<file path="src/at_rx_line_value_extractor_macros.svh">
// assertion macros for the received line value extractor
`ifndef AT_RX_LINE_VALUE_EXTRACTOR_MACROS_SVH
`define AT_RX_LINE_VALUE_EXTRACTOR_MACROS_SVH

// same-cycle implication, sampled on clk, off while rst_n is low
`define AT_ASSERT_IMP(label, cond, prop, msg) \
    label: assert property (@(posedge clk) disable iff (!rst_n) (cond) |-> (prop)) \
        else $error(msg);

// next-cycle implication, sampled on clk, off while rst_n is low
`define AT_ASSERT_NXT(label, cond, prop, msg) \
    label: assert property (@(posedge clk) disable iff (!rst_n) (cond) |=> (prop)) \
        else $error(msg);

`endif

</file>
<file path="src/atrx_pkg.sv">
// shared types, character codes and constants for the line value extractor
package atrx_pkg;

    localparam int MARK_LEN = 9;

    localparam logic [7:0] NEWLINE    = 8'h0A;
    localparam logic [7:0] CHAR_A     = 8'h41;
    localparam logic [7:0] CHAR_PLUS  = 8'h2B;
    localparam logic [7:0] CHAR_MINUS = 8'h2D;
    localparam logic [7:0] CHAR_ZERO  = 8'h30;
    localparam logic [7:0] CHAR_NINE  = 8'h39;
    localparam logic [7:0] CHAR_SPACE = 8'h20;
    localparam logic [7:0] CHAR_TAB   = 8'h09;
    localparam logic [7:0] CHAR_CR    = 8'h0D;

    // floor(2^32 / 100): quotient estimate is low by at most one
    localparam logic [25:0] RECIP100 = 26'd42949672;
    localparam logic [6:0]  DEC100   = 7'd100;

    typedef enum logic [2:0] {
        DLM_NONE,
        DLM_ONE_A,
        DLM_PAYLOAD,
        DLM_PAYLOAD_A,
        DLM_DONE
    } delim_t;

    typedef enum logic [1:0] {
        NUM_LEAD,
        NUM_SIGN,
        NUM_DIGITS,
        NUM_END
    } num_t;

    // handoff of a qualifying line from the parser
    typedef struct packed {
        logic        valid;
        logic        neg;
        logic [31:0] mag;
    } mag_t;

    // split result ahead of the output register
    typedef struct packed {
        logic        valid;
        logic [31:0] value;
        logic [18:0] whole;
        logic [7:0]  hund;
        logic [7:0]  hum;
    } result_t;

    function automatic logic [7:0] mark_char(input logic [3:0] pos);
        logic [7:0] c;
        unique case (pos)
            4'd0:    c = 8'h2B; // '+'
            4'd1:    c = 8'h54; // 'T'
            4'd2:    c = 8'h45; // 'E'
            4'd3:    c = 8'h53; // 'S'
            4'd4:    c = 8'h54; // 'T'
            4'd5:    c = 8'h3A; // ':'
            4'd6:    c = 8'h20; // ' '
            4'd7:    c = 8'h52; // 'R'
            4'd8:    c = 8'h58; // 'X'
            default: c = 8'h00;
        endcase
        return c;
    endfunction

endpackage

</file>
<file path="src/atrx_line_parser.sv">
// per-byte line tracker: marker match, delimiter phases, number accumulate
module atrx_line_parser #(
    parameter int LINE_MAX    = 128,
    parameter int PAYLOAD_MAX = 19
) (
    input  logic            clk,
    input  logic            rst_n,
    input  logic            adv,
    input  logic            ch_valid,
    input  logic [7:0]      ch,
    output atrx_pkg::mag_t  hand
);

    localparam int LW = $clog2(LINE_MAX + 1);
    localparam int PW = $clog2(PAYLOAD_MAX + 1);

    logic [3:0]       marker_pos_reg, marker_pos_next;
    logic             marker_seen_reg, marker_seen_next;
    atrx_pkg::delim_t delim_reg, delim_next;
    logic [PW-1:0]    payload_len_reg, payload_len_next;
    atrx_pkg::num_t   num_reg, num_next;
    logic             negative_reg, negative_next;
    logic [31:0]      accum_reg, accum_next;
    logic [LW-1:0]    line_len_reg, line_len_next;

    logic             hand_valid_reg, hand_valid_next;
    logic             hand_neg_reg;
    logic [31:0]      hand_mag_reg;

    logic             accept;
    logic             is_digit;
    logic             is_space;
    logic             is_a;
    logic [35:0]      grown;
    logic [35:0]      limit;
    logic [31:0]      acc_dig;
    logic             line_ok;

    assign accept   = ch_valid && adv;
    assign is_digit = (ch >= atrx_pkg::CHAR_ZERO) && (ch <= atrx_pkg::CHAR_NINE);
    assign is_space = (ch == atrx_pkg::CHAR_SPACE)
                   || ((ch >= atrx_pkg::CHAR_TAB) && (ch <= atrx_pkg::CHAR_CR));
    assign is_a     = (ch == atrx_pkg::CHAR_A);

    // accum * 10 + digit, clamped to the signed limit
    assign grown   = ({4'b0, accum_reg} << 3) + ({4'b0, accum_reg} << 1) + {32'b0, ch[3:0]};
    assign limit   = negative_reg ? 36'h080000000 : 36'h07FFFFFFF;
    assign acc_dig = (grown > limit) ? limit[31:0] : grown[31:0];

    always_comb
    begin
        marker_pos_next  = marker_pos_reg;
        marker_seen_next = marker_seen_reg;
        delim_next       = delim_reg;
        payload_len_next = payload_len_reg;
        num_next         = num_reg;
        negative_next    = negative_reg;
        accum_next       = accum_reg;
        line_len_next    = line_len_reg;
        if (accept)
        begin
            if (ch == atrx_pkg::NEWLINE)
            begin
                marker_pos_next  = '0;
                marker_seen_next = 1'b0;
                delim_next       = atrx_pkg::DLM_NONE;
                payload_len_next = '0;
                num_next         = atrx_pkg::NUM_LEAD;
                negative_next    = 1'b0;
                accum_next       = '0;
                line_len_next    = '0;
            end
            else
            begin
                if (line_len_reg < LW'(LINE_MAX))
                begin
                    line_len_next = line_len_reg + LW'(1);
                end
                if (!marker_seen_reg)
                begin
                    if ((marker_pos_reg < 4'(atrx_pkg::MARK_LEN))
                        && (ch == atrx_pkg::mark_char(marker_pos_reg)))
                    begin
                        marker_pos_next = marker_pos_reg + 4'd1;
                        if (marker_pos_reg == 4'(atrx_pkg::MARK_LEN - 1))
                        begin
                            marker_seen_next = 1'b1;
                        end
                    end
                    else
                    begin
                        marker_pos_next = (ch == atrx_pkg::mark_char(4'd0)) ? 4'd1 : 4'd0;
                    end
                end
                unique case (delim_reg)
                    atrx_pkg::DLM_NONE:
                    begin
                        if (is_a)
                        begin
                            delim_next = atrx_pkg::DLM_ONE_A;
                        end
                    end
                    atrx_pkg::DLM_ONE_A:
                    begin
                        delim_next = is_a ? atrx_pkg::DLM_PAYLOAD : atrx_pkg::DLM_NONE;
                    end
                    atrx_pkg::DLM_PAYLOAD:
                    begin
                        if (is_a)
                        begin
                            delim_next = atrx_pkg::DLM_PAYLOAD_A;
                        end
                        else if (payload_len_reg < PW'(PAYLOAD_MAX))
                        begin
                            payload_len_next = payload_len_reg + PW'(1);
                            unique case (num_reg)
                                atrx_pkg::NUM_LEAD:
                                begin
                                    priority if (is_space)
                                    begin
                                        num_next = atrx_pkg::NUM_LEAD;
                                    end
                                    else if ((ch == atrx_pkg::CHAR_PLUS)
                                             || (ch == atrx_pkg::CHAR_MINUS))
                                    begin
                                        negative_next = (ch == atrx_pkg::CHAR_MINUS);
                                        num_next      = atrx_pkg::NUM_SIGN;
                                    end
                                    else if (is_digit)
                                    begin
                                        accum_next = acc_dig;
                                        num_next   = atrx_pkg::NUM_DIGITS;
                                    end
                                    else
                                    begin
                                        num_next = atrx_pkg::NUM_END;
                                    end
                                end
                                atrx_pkg::NUM_SIGN,
                                atrx_pkg::NUM_DIGITS:
                                begin
                                    if (is_digit)
                                    begin
                                        accum_next = acc_dig;
                                        num_next   = atrx_pkg::NUM_DIGITS;
                                    end
                                    else
                                    begin
                                        num_next = atrx_pkg::NUM_END;
                                    end
                                end
                                default:
                                begin
                                    num_next = num_reg;
                                end
                            endcase
                        end
                    end
                    atrx_pkg::DLM_PAYLOAD_A:
                    begin
                        if (is_a)
                        begin
                            delim_next = atrx_pkg::DLM_DONE;
                        end
                        else
                        begin
                            // a lone 'A' ends the number, then this byte takes a slot too
                            delim_next = atrx_pkg::DLM_PAYLOAD;
                            if (payload_len_reg < PW'(PAYLOAD_MAX))
                            begin
                                num_next = atrx_pkg::NUM_END;
                                if ((payload_len_reg + PW'(1)) < PW'(PAYLOAD_MAX))
                                begin
                                    payload_len_next = payload_len_reg + PW'(1) + PW'(1);
                                end
                                else
                                begin
                                    payload_len_next = payload_len_reg + PW'(1);
                                end
                            end
                        end
                    end
                    default:
                    begin
                        delim_next = delim_reg;
                    end
                endcase
            end
        end
    end

    always_comb
    begin
        line_ok = (line_len_reg < LW'(LINE_MAX)) && marker_seen_reg
               && (delim_reg == atrx_pkg::DLM_DONE) && (accum_reg != 32'd0);
        hand_valid_next = accept && (ch == atrx_pkg::NEWLINE) && line_ok;
    end

    always_ff @(posedge clk or negedge rst_n)
    begin
        if (!rst_n)
        begin
            marker_pos_reg  <= '0;
            marker_seen_reg <= 1'b0;
            delim_reg       <= atrx_pkg::DLM_NONE;
            payload_len_reg <= '0;
            num_reg         <= atrx_pkg::NUM_LEAD;
            negative_reg    <= 1'b0;
            accum_reg       <= '0;
            line_len_reg    <= '0;
            hand_valid_reg  <= 1'b0;
        end
        else
        begin
            marker_pos_reg  <= marker_pos_next;
            marker_seen_reg <= marker_seen_next;
            delim_reg       <= delim_next;
            payload_len_reg <= payload_len_next;
            num_reg         <= num_next;
            negative_reg    <= negative_next;
            accum_reg       <= accum_next;
            line_len_reg    <= line_len_next;
            if (adv)
            begin
                hand_valid_reg <= hand_valid_next;
            end
        end
    end

    always_ff @(posedge clk)
    begin
        if (adv)
        begin
            hand_neg_reg <= negative_reg;
            hand_mag_reg <= accum_reg;
        end
    end

    assign hand.valid = hand_valid_reg;
    assign hand.neg   = hand_neg_reg;
    assign hand.mag   = hand_mag_reg;

endmodule

</file>
<file path="src/atrx_dec_split.sv">
// pipelined split of the magnitude into /10000, /100 %100 and %100 parts
module atrx_dec_split (
    input  logic              clk,
    input  logic              rst_n,
    input  logic              adv,
    input  atrx_pkg::mag_t    hand,
    output atrx_pkg::result_t res
);

    // stage one: reciprocal product for /100
    logic        v1_reg;
    logic        neg1_reg;
    logic [31:0] mag1_reg;
    logic [57:0] prod1_reg;

    // stage two: corrected first quotient and humidity
    logic        v2_reg;
    logic        neg2_reg;
    logic [31:0] mag2_reg;
    logic [24:0] q1_reg;
    logic [6:0]  hum2_reg;

    // stage three: reciprocal product for the second /100
    logic        v3_reg;
    logic        neg3_reg;
    logic [31:0] mag3_reg;
    logic [24:0] q13_reg;
    logic [6:0]  hum3_reg;
    logic [50:0] prod2_reg;

    logic [25:0] qe1;
    logic [31:0] rem1;
    logic [24:0] q1_next;
    logic [6:0]  hum_next;
    logic [18:0] qe2;
    logic [24:0] rem2;
    logic [17:0] whole_mag;
    logic [6:0]  hund_mag;

    always_comb
    begin
        qe1  = prod1_reg[57:32];
        rem1 = mag1_reg - (32'(qe1) * 32'(atrx_pkg::DEC100));
        if (rem1 >= 32'(atrx_pkg::DEC100))
        begin
            q1_next  = 25'(qe1 + 26'd1);
            hum_next = 7'(rem1 - 32'(atrx_pkg::DEC100));
        end
        else
        begin
            q1_next  = 25'(qe1);
            hum_next = 7'(rem1);
        end
    end

    always_comb
    begin
        qe2  = prod2_reg[50:32];
        rem2 = q13_reg - (25'(qe2) * 25'(atrx_pkg::DEC100));
        if (rem2 >= 25'(atrx_pkg::DEC100))
        begin
            whole_mag = 18'(qe2 + 19'd1);
            hund_mag  = 7'(rem2 - 25'(atrx_pkg::DEC100));
        end
        else
        begin
            whole_mag = 18'(qe2);
            hund_mag  = 7'(rem2);
        end
    end

    // truncation toward zero: split the magnitude, then restore the sign
    always_comb
    begin
        res.valid = v3_reg;
        res.value = neg3_reg ? (32'd0 - mag3_reg) : mag3_reg;
        res.whole = neg3_reg ? (19'd0 - {1'b0, whole_mag}) : {1'b0, whole_mag};
        res.hund  = neg3_reg ? (8'd0 - {1'b0, hund_mag}) : {1'b0, hund_mag};
        res.hum   = neg3_reg ? (8'd0 - {1'b0, hum3_reg}) : {1'b0, hum3_reg};
    end

    always_ff @(posedge clk or negedge rst_n)
    begin
        if (!rst_n)
        begin
            v1_reg <= 1'b0;
            v2_reg <= 1'b0;
            v3_reg <= 1'b0;
        end
        else if (adv)
        begin
            v1_reg <= hand.valid;
            v2_reg <= v1_reg;
            v3_reg <= v2_reg;
        end
    end

    always_ff @(posedge clk)
    begin
        if (adv)
        begin
            neg1_reg  <= hand.neg;
            mag1_reg  <= hand.mag;
            prod1_reg <= 58'(hand.mag) * 58'(atrx_pkg::RECIP100);
            neg2_reg  <= neg1_reg;
            mag2_reg  <= mag1_reg;
            q1_reg    <= q1_next;
            hum2_reg  <= hum_next;
            neg3_reg  <= neg2_reg;
            mag3_reg  <= mag2_reg;
            q13_reg   <= q1_reg;
            hum3_reg  <= hum2_reg;
            prod2_reg <= 51'(q1_reg) * 51'(atrx_pkg::RECIP100);
        end
    end

endmodule

</file>
<file path="src/at_rx_line_value_extractor.sv">
// top level of the received line value extractor
// One received character is taken per transfer, one per cycle whenever the
// result register is empty or being drained. Each byte updates the line
// tracker in the cycle it is accepted (marker match, delimiter phase and a
// times-ten accumulate of the payload number). A newline that ends a
// qualifying line with a nonzero value yields one result transfer, passing
// in turn through the handoff register, the stages of the decimal split
// (two of them reciprocal-multiply stages) and the result register. A
// stalled result register holds the whole pipeline, and input ready drops
// with it.
`include "at_rx_line_value_extractor_macros.svh"

module at_rx_line_value_extractor #(
    parameter int LINE_MAX    = 128,
    parameter int PAYLOAD_MAX = 19
) (
    input  logic        clk,
    input  logic        rst_n,
    input  logic        s_tvalid,
    output logic        s_tready,
    input  logic [7:0]  s_tdata,   // [7:0] rx_byte
    output logic        m_tvalid,
    input  logic        m_tready,
    output logic [71:0] m_tdata    // [31:0] value, [50:32] temp_whole,
                                   // [58:51] temp_hundredths, [66:59] humidity_pct,
                                   // [71:67] zero
);

    logic              adv;
    atrx_pkg::mag_t    hand;
    atrx_pkg::result_t res;

    logic              out_valid_reg, out_valid_next;
    logic [71:0]       out_data_reg;

    assign adv      = !out_valid_reg || m_tready;
    assign s_tready = adv;

    atrx_line_parser #(
        .LINE_MAX    (LINE_MAX),
        .PAYLOAD_MAX (PAYLOAD_MAX)
    ) u_parser (
        .clk      (clk),
        .rst_n    (rst_n),
        .adv      (adv),
        .ch_valid (s_tvalid),
        .ch       (s_tdata),
        .hand     (hand)
    );

    atrx_dec_split u_split (
        .clk   (clk),
        .rst_n (rst_n),
        .adv   (adv),
        .hand  (hand),
        .res   (res)
    );

    assign out_valid_next = adv ? res.valid : out_valid_reg;

    always_ff @(posedge clk or negedge rst_n)
    begin
        if (!rst_n)
        begin
            out_valid_reg <= 1'b0;
        end
        else
        begin
            out_valid_reg <= out_valid_next;
        end
    end

    always_ff @(posedge clk)
    begin
        if (adv)
        begin
            out_data_reg <= {5'b0, res.hum, res.hund, res.whole, res.value};
        end
    end

    assign m_tvalid = out_valid_reg;
    assign m_tdata  = out_data_reg;

    `AT_ASSERT_IMP(a_value_nonzero, m_tvalid, m_tdata[31:0] != 32'd0, "zero value delivered")
    `AT_ASSERT_IMP(a_stall_blocks_input, m_tvalid && !m_tready, !s_tready, "input taken during stall")
    `AT_ASSERT_IMP(a_hum_sign, m_tvalid && !m_tdata[31], !m_tdata[66], "humidity sign mismatch")
    `AT_ASSERT_NXT(a_handoff_on_newline, s_tvalid && s_tready && (s_tdata != atrx_pkg::NEWLINE), !hand.valid, "handoff without newline")

endmodule

</file>
<file path="config.mk">
export PLATFORM = sky130hd
export DESIGN_NAME = at_rx_line_value_extractor
export DESIGN_NICKNAME = d
export VERILOG_FILES = /design/src/atrx_pkg.sv /design/src/atrx_line_parser.sv /design/src/atrx_dec_split.sv /design/src/at_rx_line_value_extractor.sv
export VERILOG_INCLUDE_DIRS = /design/src /design/src/src
export SDC_FILE = /design/constraint.sdc
export NUM_CORES = 2
export LEC_CHECK = 0
export BUFFER_PORTS_ARGS = -buffer_cell sky130_fd_sc_hd__buf_2
export CAP_MARGIN = 20
export CORE_AREA = 2 2 296 298
export CTS_BUF_LIST = sky130_fd_sc_hd__clkbuf_4 sky130_fd_sc_hd__clkbuf_8 sky130_fd_sc_hd__clkbuf_16
export DETAILED_ROUTE_END_ITERATION = 10
export DIE_AREA = 0 0 298 300
export GPL_ROUTABILITY_DRIVEN = 0
export HOLD_SLACK_MARGIN = 0.03
export MAX_ROUTING_LAYER = met4
export PLACE_DENSITY = 0.67
export SLEW_MARGIN = 40
export SYNTH_ARGS = -nofsm -noshare
export SYNTH_HDL_FRONTEND = slang
export SYNTH_SLANG_ARGS = --single-unit
</file>
<file path="constraint.sdc">
create_clock -name clk -period 22.3 [get_ports clk]
set_clock_uncertainty 0.2 [all_clocks]
set_input_delay 2.23 -clock clk [delete_from_list [all_inputs] [get_ports clk]]
set_output_delay 2.23 -clock clk [all_outputs]
set_load 0.01 [all_outputs]
</file>
# After elaboration in Yosys (flattened, before gate mapping)
# Memories as Yosys holds them, arrays and structs flattened.
# Cells that the tools add are included.
# word_totals
latch_bits	0
ram_bits	0
regBits	427
mem_count	1
wordCells	179
romBits	112
output_inout_bits	74
# memory_table
memory	words	word_bits	read_ports	rd_ports_with_merged_regs	wr	line_no	source
(no name shown)	16	7	1	0	0	atrx_pkg.sv:53	unique case (pos)
# classes
add_sub_neg	16
n_eq_ne	25
n_mux	61
shifts	0
mul	4
n_lt_le_gt_ge	11
bitwise_logic	0
reduce_logical	32
n_div	0
# ops
op	count
32-bit two-way mux	10
32-bit case mux with 2 select lines	1
32-bit by 23-bit multiplier with 55-bit output, second input constant	1
25-bit by 23-bit multiplier with 48-bit output, second input constant	1
8-bit two-way mux	5
35-bit by 33-bit adder with 36-bit output	1
36-bit by 4-bit adder with 36-bit output	1
36-bit greater-than comparator	1
18-bit two-way mux	2
32-bit by 7-bit greater-or-equal comparator with 1-bit output, second input constant	1
32-bit nonzero test	1
1-bit by 32-bit subtractor with 32-bit output, first input constant	1
32-bit subtractor	1
26-bit by 5-bit multiplier with 30-bit output, second input constant	1
5-bit two-way mux	6
7-bit two-way mux	4
25-bit by 1-bit adder with 25-bit output, second input constant	1
25-bit by 7-bit greater-or-equal comparator with 1-bit output, second input constant	1
25-bit two-way mux	1
25-bit subtractor	1
8-bit by 6-bit equality test with 1-bit output, second input constant	3
19-bit by 5-bit multiplier with 23-bit output, second input constant	1
7-bit AND reduction	3
1-bit by 18-bit subtractor with 19-bit output, first input constant	1
45 further kinds	99

# Depth between registers and ports, before layout
# logic_depth
ltp_word	12
ltp_mapped	38
depth_no_buf	35

# Cells and area by module
# Synthesis repeated with hierarchy kept, for this count alone.
# unflattened
hier_cells	4283
area_unflattened_um2	46455.8
# by_module_without_submodules
module	n_inst	cells_each	area_per_inst_um2
atrx_dec_split	1	3442	37094.3
atrx_line_parser	1	765	7260.7
at_rx_line_value_extractor	1	76	2100.8

# Worst setup path after synthesis
# OpenSTA, ideal clock, no wires.
# synth_timing
path_kind	in2reg
start	input m_tready
end	register u_parser.accum_reg[22]
arrival_ps	14279
path_buffers	3
setup_ps	66
path_slack_ps	7754
path_stages	11
cell_sequence	nand2b_1 clkbuf_1 nand2_1 nor2_1 a31oi_1 nand2b_1 clkbuf_1 nor2_1 and3_1 clkbuf_1 a221o_1
# synth_between
elab_chain_len	3
# synth_rtl
element	line_no	source
from (decl)	at_rx_line_value_extractor.sv:23	input logic m_tready,
1-bit logical OR	at_rx_line_value_extractor.sv:36	assign adv = !out_valid_reg || m_tready;
named net s_tready	at_rx_line_value_extractor.sv:20	output logic s_tready,
1-bit logical AND	atrx_line_parser.sv:39	assign accept = ch_valid && adv;
7-bit AND reduction (no line)	--	
to (signal assigned)	atrx_line_parser.sv:221	accum_reg <= accum_next;
to (decl)	atrx_line_parser.sv:23	logic [31:0] accum_reg, accum_next;
# The timed path passes the listed nets, and every way through them passes these cells.
# A chain may end at the register's enable or synchronous reset.

==> summary.md <==
| Metric | Value |
|---|---|
| Number of buffers inserted during clock tree synthesis | `42` |
| Primary flip-flop cell chosen by synthesis mapping | `sky130_fd_sc_hd__edfxtp_1` |
| Most used cell along the critical path | `sky130_fd_sc_hd__a21oi_1` |
| Main area contributors after synthesis | `sky130_fd_sc_hd__ha_1, sky130_fd_sc_hd__fa_1, sky130_fd_sc_hd__edfxtp_1, sky130_fd_sc_hd__inv_1, sky130_fd_sc_hd__xnor2_1` |
| Fraction of the mapped netlist area in simple logic gates | `0.0780` |
| Clock Path Buffers | `3` |
| CTS tree | `built` |
| Average instance area after synthesis | `roughly 11 µm²` |
| Worst slew margin relative to its limit | `0.467` |
| Clock Tree Root | `sky130_fd_sc_hd__clkbuf_16` |
| Dominant cell type by area after synthesis | `sky130_fd_sc_hd__ha_1` |
| FILL cells | `approximately 7400` |
| Overall die area | `0.0894 mm²` |
| FF+latch count, synth | `363` |
| Post-CTS setup repair buffer count | `0` |
| Type of the tightest min-delay check | `reg2reg` |
| Number of nets at the end of the flow | `5690` |
| Synth-to-Final Area Change | `7.25%` |
| First-pass iteration count of the detailed router | `5` |
| Unrepaired setup endpoints after global routing | `no` |
| Row cnt | `108` |
| Detailed-route wire length per cell | `approximately 18 µm` |
| Slowest stage cell on the critical path | `sky130_fd_sc_hd__or4_4` |
| Die boundary height | `300 µm` |
| Sequential-to-total area share from yosys stat | `0.233` |
| Asr flop ratio synth | `0.168` |
| Via total after detailed routing | `30000` |
| Final cycle utilization of the critical path | `0.401` |
| Crit. End Element | `flop` |
| Post-CTS Hold Buffers | `0` |
| Transition time at the pin with the least slew margin | `about 0.80 ns` |
| Multiplexer share of the synthesized area | `0.00511` |
| Kind of critical path | `reg2reg` |
| Clock Sinks | `363` |
| Final period demand of the worst path | `between 8 and 9 ns` |
| HPWL reported at the end of detailed placement | `81300 µm` |
| Number of diodes added for antenna fixing | `0` |
| Overall global routing resource usage | `0.237` |
| Resized Gates After CTS | `0` |
| Post-synth cell types | `104` |
| Ys Warns | `0` |
| Layout cell share with drive strength beyond 1 | `0.0552` |
| Count of unresolved DRC violations after routing | `0` |
| Largest net degree at the start of global routing | `72` |
| Number of max-slew violations in the final report | `0` |
| IR Drop Worst-Case VDD | `0.0467 mV` |
| Die extent in x | `298 µm` |
| CP Max Fanout | `13` |
| Required time worst endpoint | `22.42 ns` |
| GRT overflow | `0` |
| Final-report hold violation count | `0` |
| Post-synth EDFFs | `302` |
| Type of element launching the critical path | `flop` |
| Initial DRC Count | `about 1500` |
| Count of maximum capacitance violations | `0` |
| Post-synthesis instance total | `about 4200` |
| Xor/xnor share of the synthesized area | `0.0479` |
| Worst hold path depth | `0` |
| Number of cell instances on the worst register-to-register path | `33` |
| Top-Level Pins | `86` |
| Number of antenna violations at the first check in global routing | `2` |
| Sum of negative setup slack | `0 ns` |
| Max Freq | `112 MHz` |
| Routed Antenna Nets | `0` |
| Final Setup Violations | `0` |
| Arithmetic-cell share of the synthesized area counting full adders, half adders and majority gates | `0.477` |
| Initial Util | `0.528` |
| Place WS | `13.44 ns` |
| Compound-gate portion of the synthesized area | `0.0949` |
| Largest register FFs | `65` |
| Global-route wire length before repair | `165000 µm` |
| Routed WL | `99400 µm` |
| Cell total after placement | `5365` |
| Overall power after layout | `0.00150 W` |
| CTS H-Tree Depth | `2` |
| Pleak | `approximately 28 nW` |
| Maximum cell stage delay along the critical path | `0.61 ns` |
| Worst-skew pair later-pin latency | `0.60 ns` |
| Floorplan Core Area | `0.0862 mm²` |
| Power per cell area | `30.8 mW/mm²` |
| Endpoint arrival time on the critical path | `9.06 ns` |
| Detail-routed via count per cell | `5.51` |
| Largest family of logic cells by synthesized area | `adder cells` |
| Via count of the first global-routing pass | `31000` |
| Outcome | `finished clean` |
| Share of Yosys cell area claimed by the top area cell type | `0.247` |
| Crit path setup slack, layout | `13.37 ns` |
| Post-CTS clock slew at the launch and capture registers of the worst setup and hold paths | `0.06 ns` |
| Netlist Area Pre-Place | `approximately 0.045 mm²` |
| Final non-filler cell total | `between 5000 and 6000` |
| Port bufs | `80` |
==> path summary, 6_finish.rpt <==
check	startpoint	endpoint	slack, ns
min	u_split.mag2_reg[2]	u_split.mag3_reg[2]	0.22
min reg2reg	u_split.mag2_reg[2]	u_split.mag3_reg[2]	0.22
min in group asynchronous	rst_n	m_tvalid	1.50
max in group asynchronous	rst_n	u_parser.accum_reg[23]	19.92
max reg2reg	u_split.prod2_reg[35]	m_tdata[44]	13.37
max	u_split.prod2_reg[35]	m_tdata[44]	13.37
==> metrics by stage <==
stage / instance area [µm²] / utilization / hold WS (ns)
3_5_place_dp: 47300 / 0.548 / 0.205
6_report: 48800 / 0.566 / 0.218
5_1_grt: 48800 / 0.566 / 0.221
2_1_floorplan: 45500 / - / 0.200
3_3_place_gp: 47300 / 0.548 / 0.202
4_1_cts: 48700 / 0.565 / 0.214
==> worst max-delay path: cells and delay by family (launching register included) <==
family / cells / cell delay [ns]
buf+inv: 1 / 0.06
compound gates: 16 / 3.25
xor+xnor: 3 / 0.53
flops: 1 / 0.53
fa+ha+maj: 6 / 2.01
simple gates: 7 / 2.09
==> metal layers <==
metal / GRT usage / vias to the layer above / routed length [µm]
met5: - / - / 0
met4: 0.0493 / 0 / 1960
met3: 0.0264 / 143 / 4400
met2: 0.376 / 605 / 46200
met1: 0.331 / 14700 / 46900
li1: - / 14600 / -
==> area by class of cell <==
cell class / count / area (µm²) / share of cell area
flip-flops and latches: 363 / 10600 / 0.217
multi-input cells: 3044 / 32000 / 0.656
well taps: 1155 / 1450 / 0.0296
clock buffers: 48 / 1110 / 0.0227
clock inverters: 30 / 353 / 0.00723
inverters: 698 / 2620 / 0.0537
repair buffers: 108 / 646 / 0.0132
==> layout by cell type (no fill, tap or decap), types with 15 or more instances in the layout <==
cell type,netlist,final
sky130_fd_sc_hd__a21o_1,87,87
sky130_fd_sc_hd__a21oi_1,144,144
sky130_fd_sc_hd__a221o_1,29,29
sky130_fd_sc_hd__a31oi_1,19,19
sky130_fd_sc_hd__and3_1,16,15
sky130_fd_sc_hd__buf_2,5,80
sky130_fd_sc_hd__buf_4,9,21
sky130_fd_sc_hd__clkbuf_16,0,42
sky130_fd_sc_hd__dfrtp_1,61,61
sky130_fd_sc_hd__edfxtp_1,302,302
sky130_fd_sc_hd__fa_1,523,523
sky130_fd_sc_hd__ha_1,898,898
sky130_fd_sc_hd__inv_1,696,696
sky130_fd_sc_hd__nand2_1,179,179
sky130_fd_sc_hd__nand2b_1,35,34
sky130_fd_sc_hd__nand3_1,47,47
sky130_fd_sc_hd__nand4_1,48,48
sky130_fd_sc_hd__nor2_1,195,195
sky130_fd_sc_hd__nor2b_1,35,35
sky130_fd_sc_hd__nor3_1,52,51
sky130_fd_sc_hd__nor4_1,17,16
sky130_fd_sc_hd__o21a_1,34,34
sky130_fd_sc_hd__o21ai_0,125,125
sky130_fd_sc_hd__o21bai_1,19,19
sky130_fd_sc_hd__o31ai_1,18,18
sky130_fd_sc_hd__or3_1,17,17
sky130_fd_sc_hd__xnor2_1,182,182
sky130_fd_sc_hd__xor2_1,60,60
==> synthesized netlist by cell type, types with 16 or more instances <==
master	number
sky130_fd_sc_hd__ha_1	898
sky130_fd_sc_hd__inv_1	696
sky130_fd_sc_hd__fa_1	523
sky130_fd_sc_hd__edfxtp_1	302
sky130_fd_sc_hd__nor2_1	195
sky130_fd_sc_hd__xnor2_1	182
sky130_fd_sc_hd__nand2_1	179
sky130_fd_sc_hd__a21oi_1	144
sky130_fd_sc_hd__o21ai_0	125
sky130_fd_sc_hd__a21o_1	87
sky130_fd_sc_hd__dfrtp_1	61
sky130_fd_sc_hd__xor2_1	60
sky130_fd_sc_hd__nor3_1	52
sky130_fd_sc_hd__nand4_1	48
sky130_fd_sc_hd__nand3_1	47
sky130_fd_sc_hd__clkbuf_1	39
sky130_fd_sc_hd__nand2b_1	35
sky130_fd_sc_hd__nor2b_1	35
sky130_fd_sc_hd__o21a_1	34
sky130_fd_sc_hd__a221o_1	29
sky130_fd_sc_hd__a31oi_1	19
sky130_fd_sc_hd__o21bai_1	19
sky130_fd_sc_hd__o31ai_1	18
sky130_fd_sc_hd__nor4_1	17
sky130_fd_sc_hd__or3_1	17
sky130_fd_sc_hd__and3_1	16
==> power by group <==
| part | internal, W | total [W] | switching, W | leakage, nW |
|---|---|---|---|---|
| clock network | 0.000423 | 0.000725 | 0.000302 | 0.716 |
| logic | 0.0000149 | 0.0000359 | 0.0000210 | 22.6 |
| registers | 0.000733 | 0.000740 | 0.00000681 | 4.55 |
| total | 0.00117 | 0.00150 | 0.000330 | 27.9 |
==> logic make-up after synthesis <==
logic type | after synthesis
buffers and inverters | 758
AOI/OAI and AO/OA | 634
adders and majority gates | 1421
other | 1
and+or+nand+nor | 718
muxes | 21
xor gates and xnor gates | 245
DFF | 363
(Power assumes the default switching activity.)
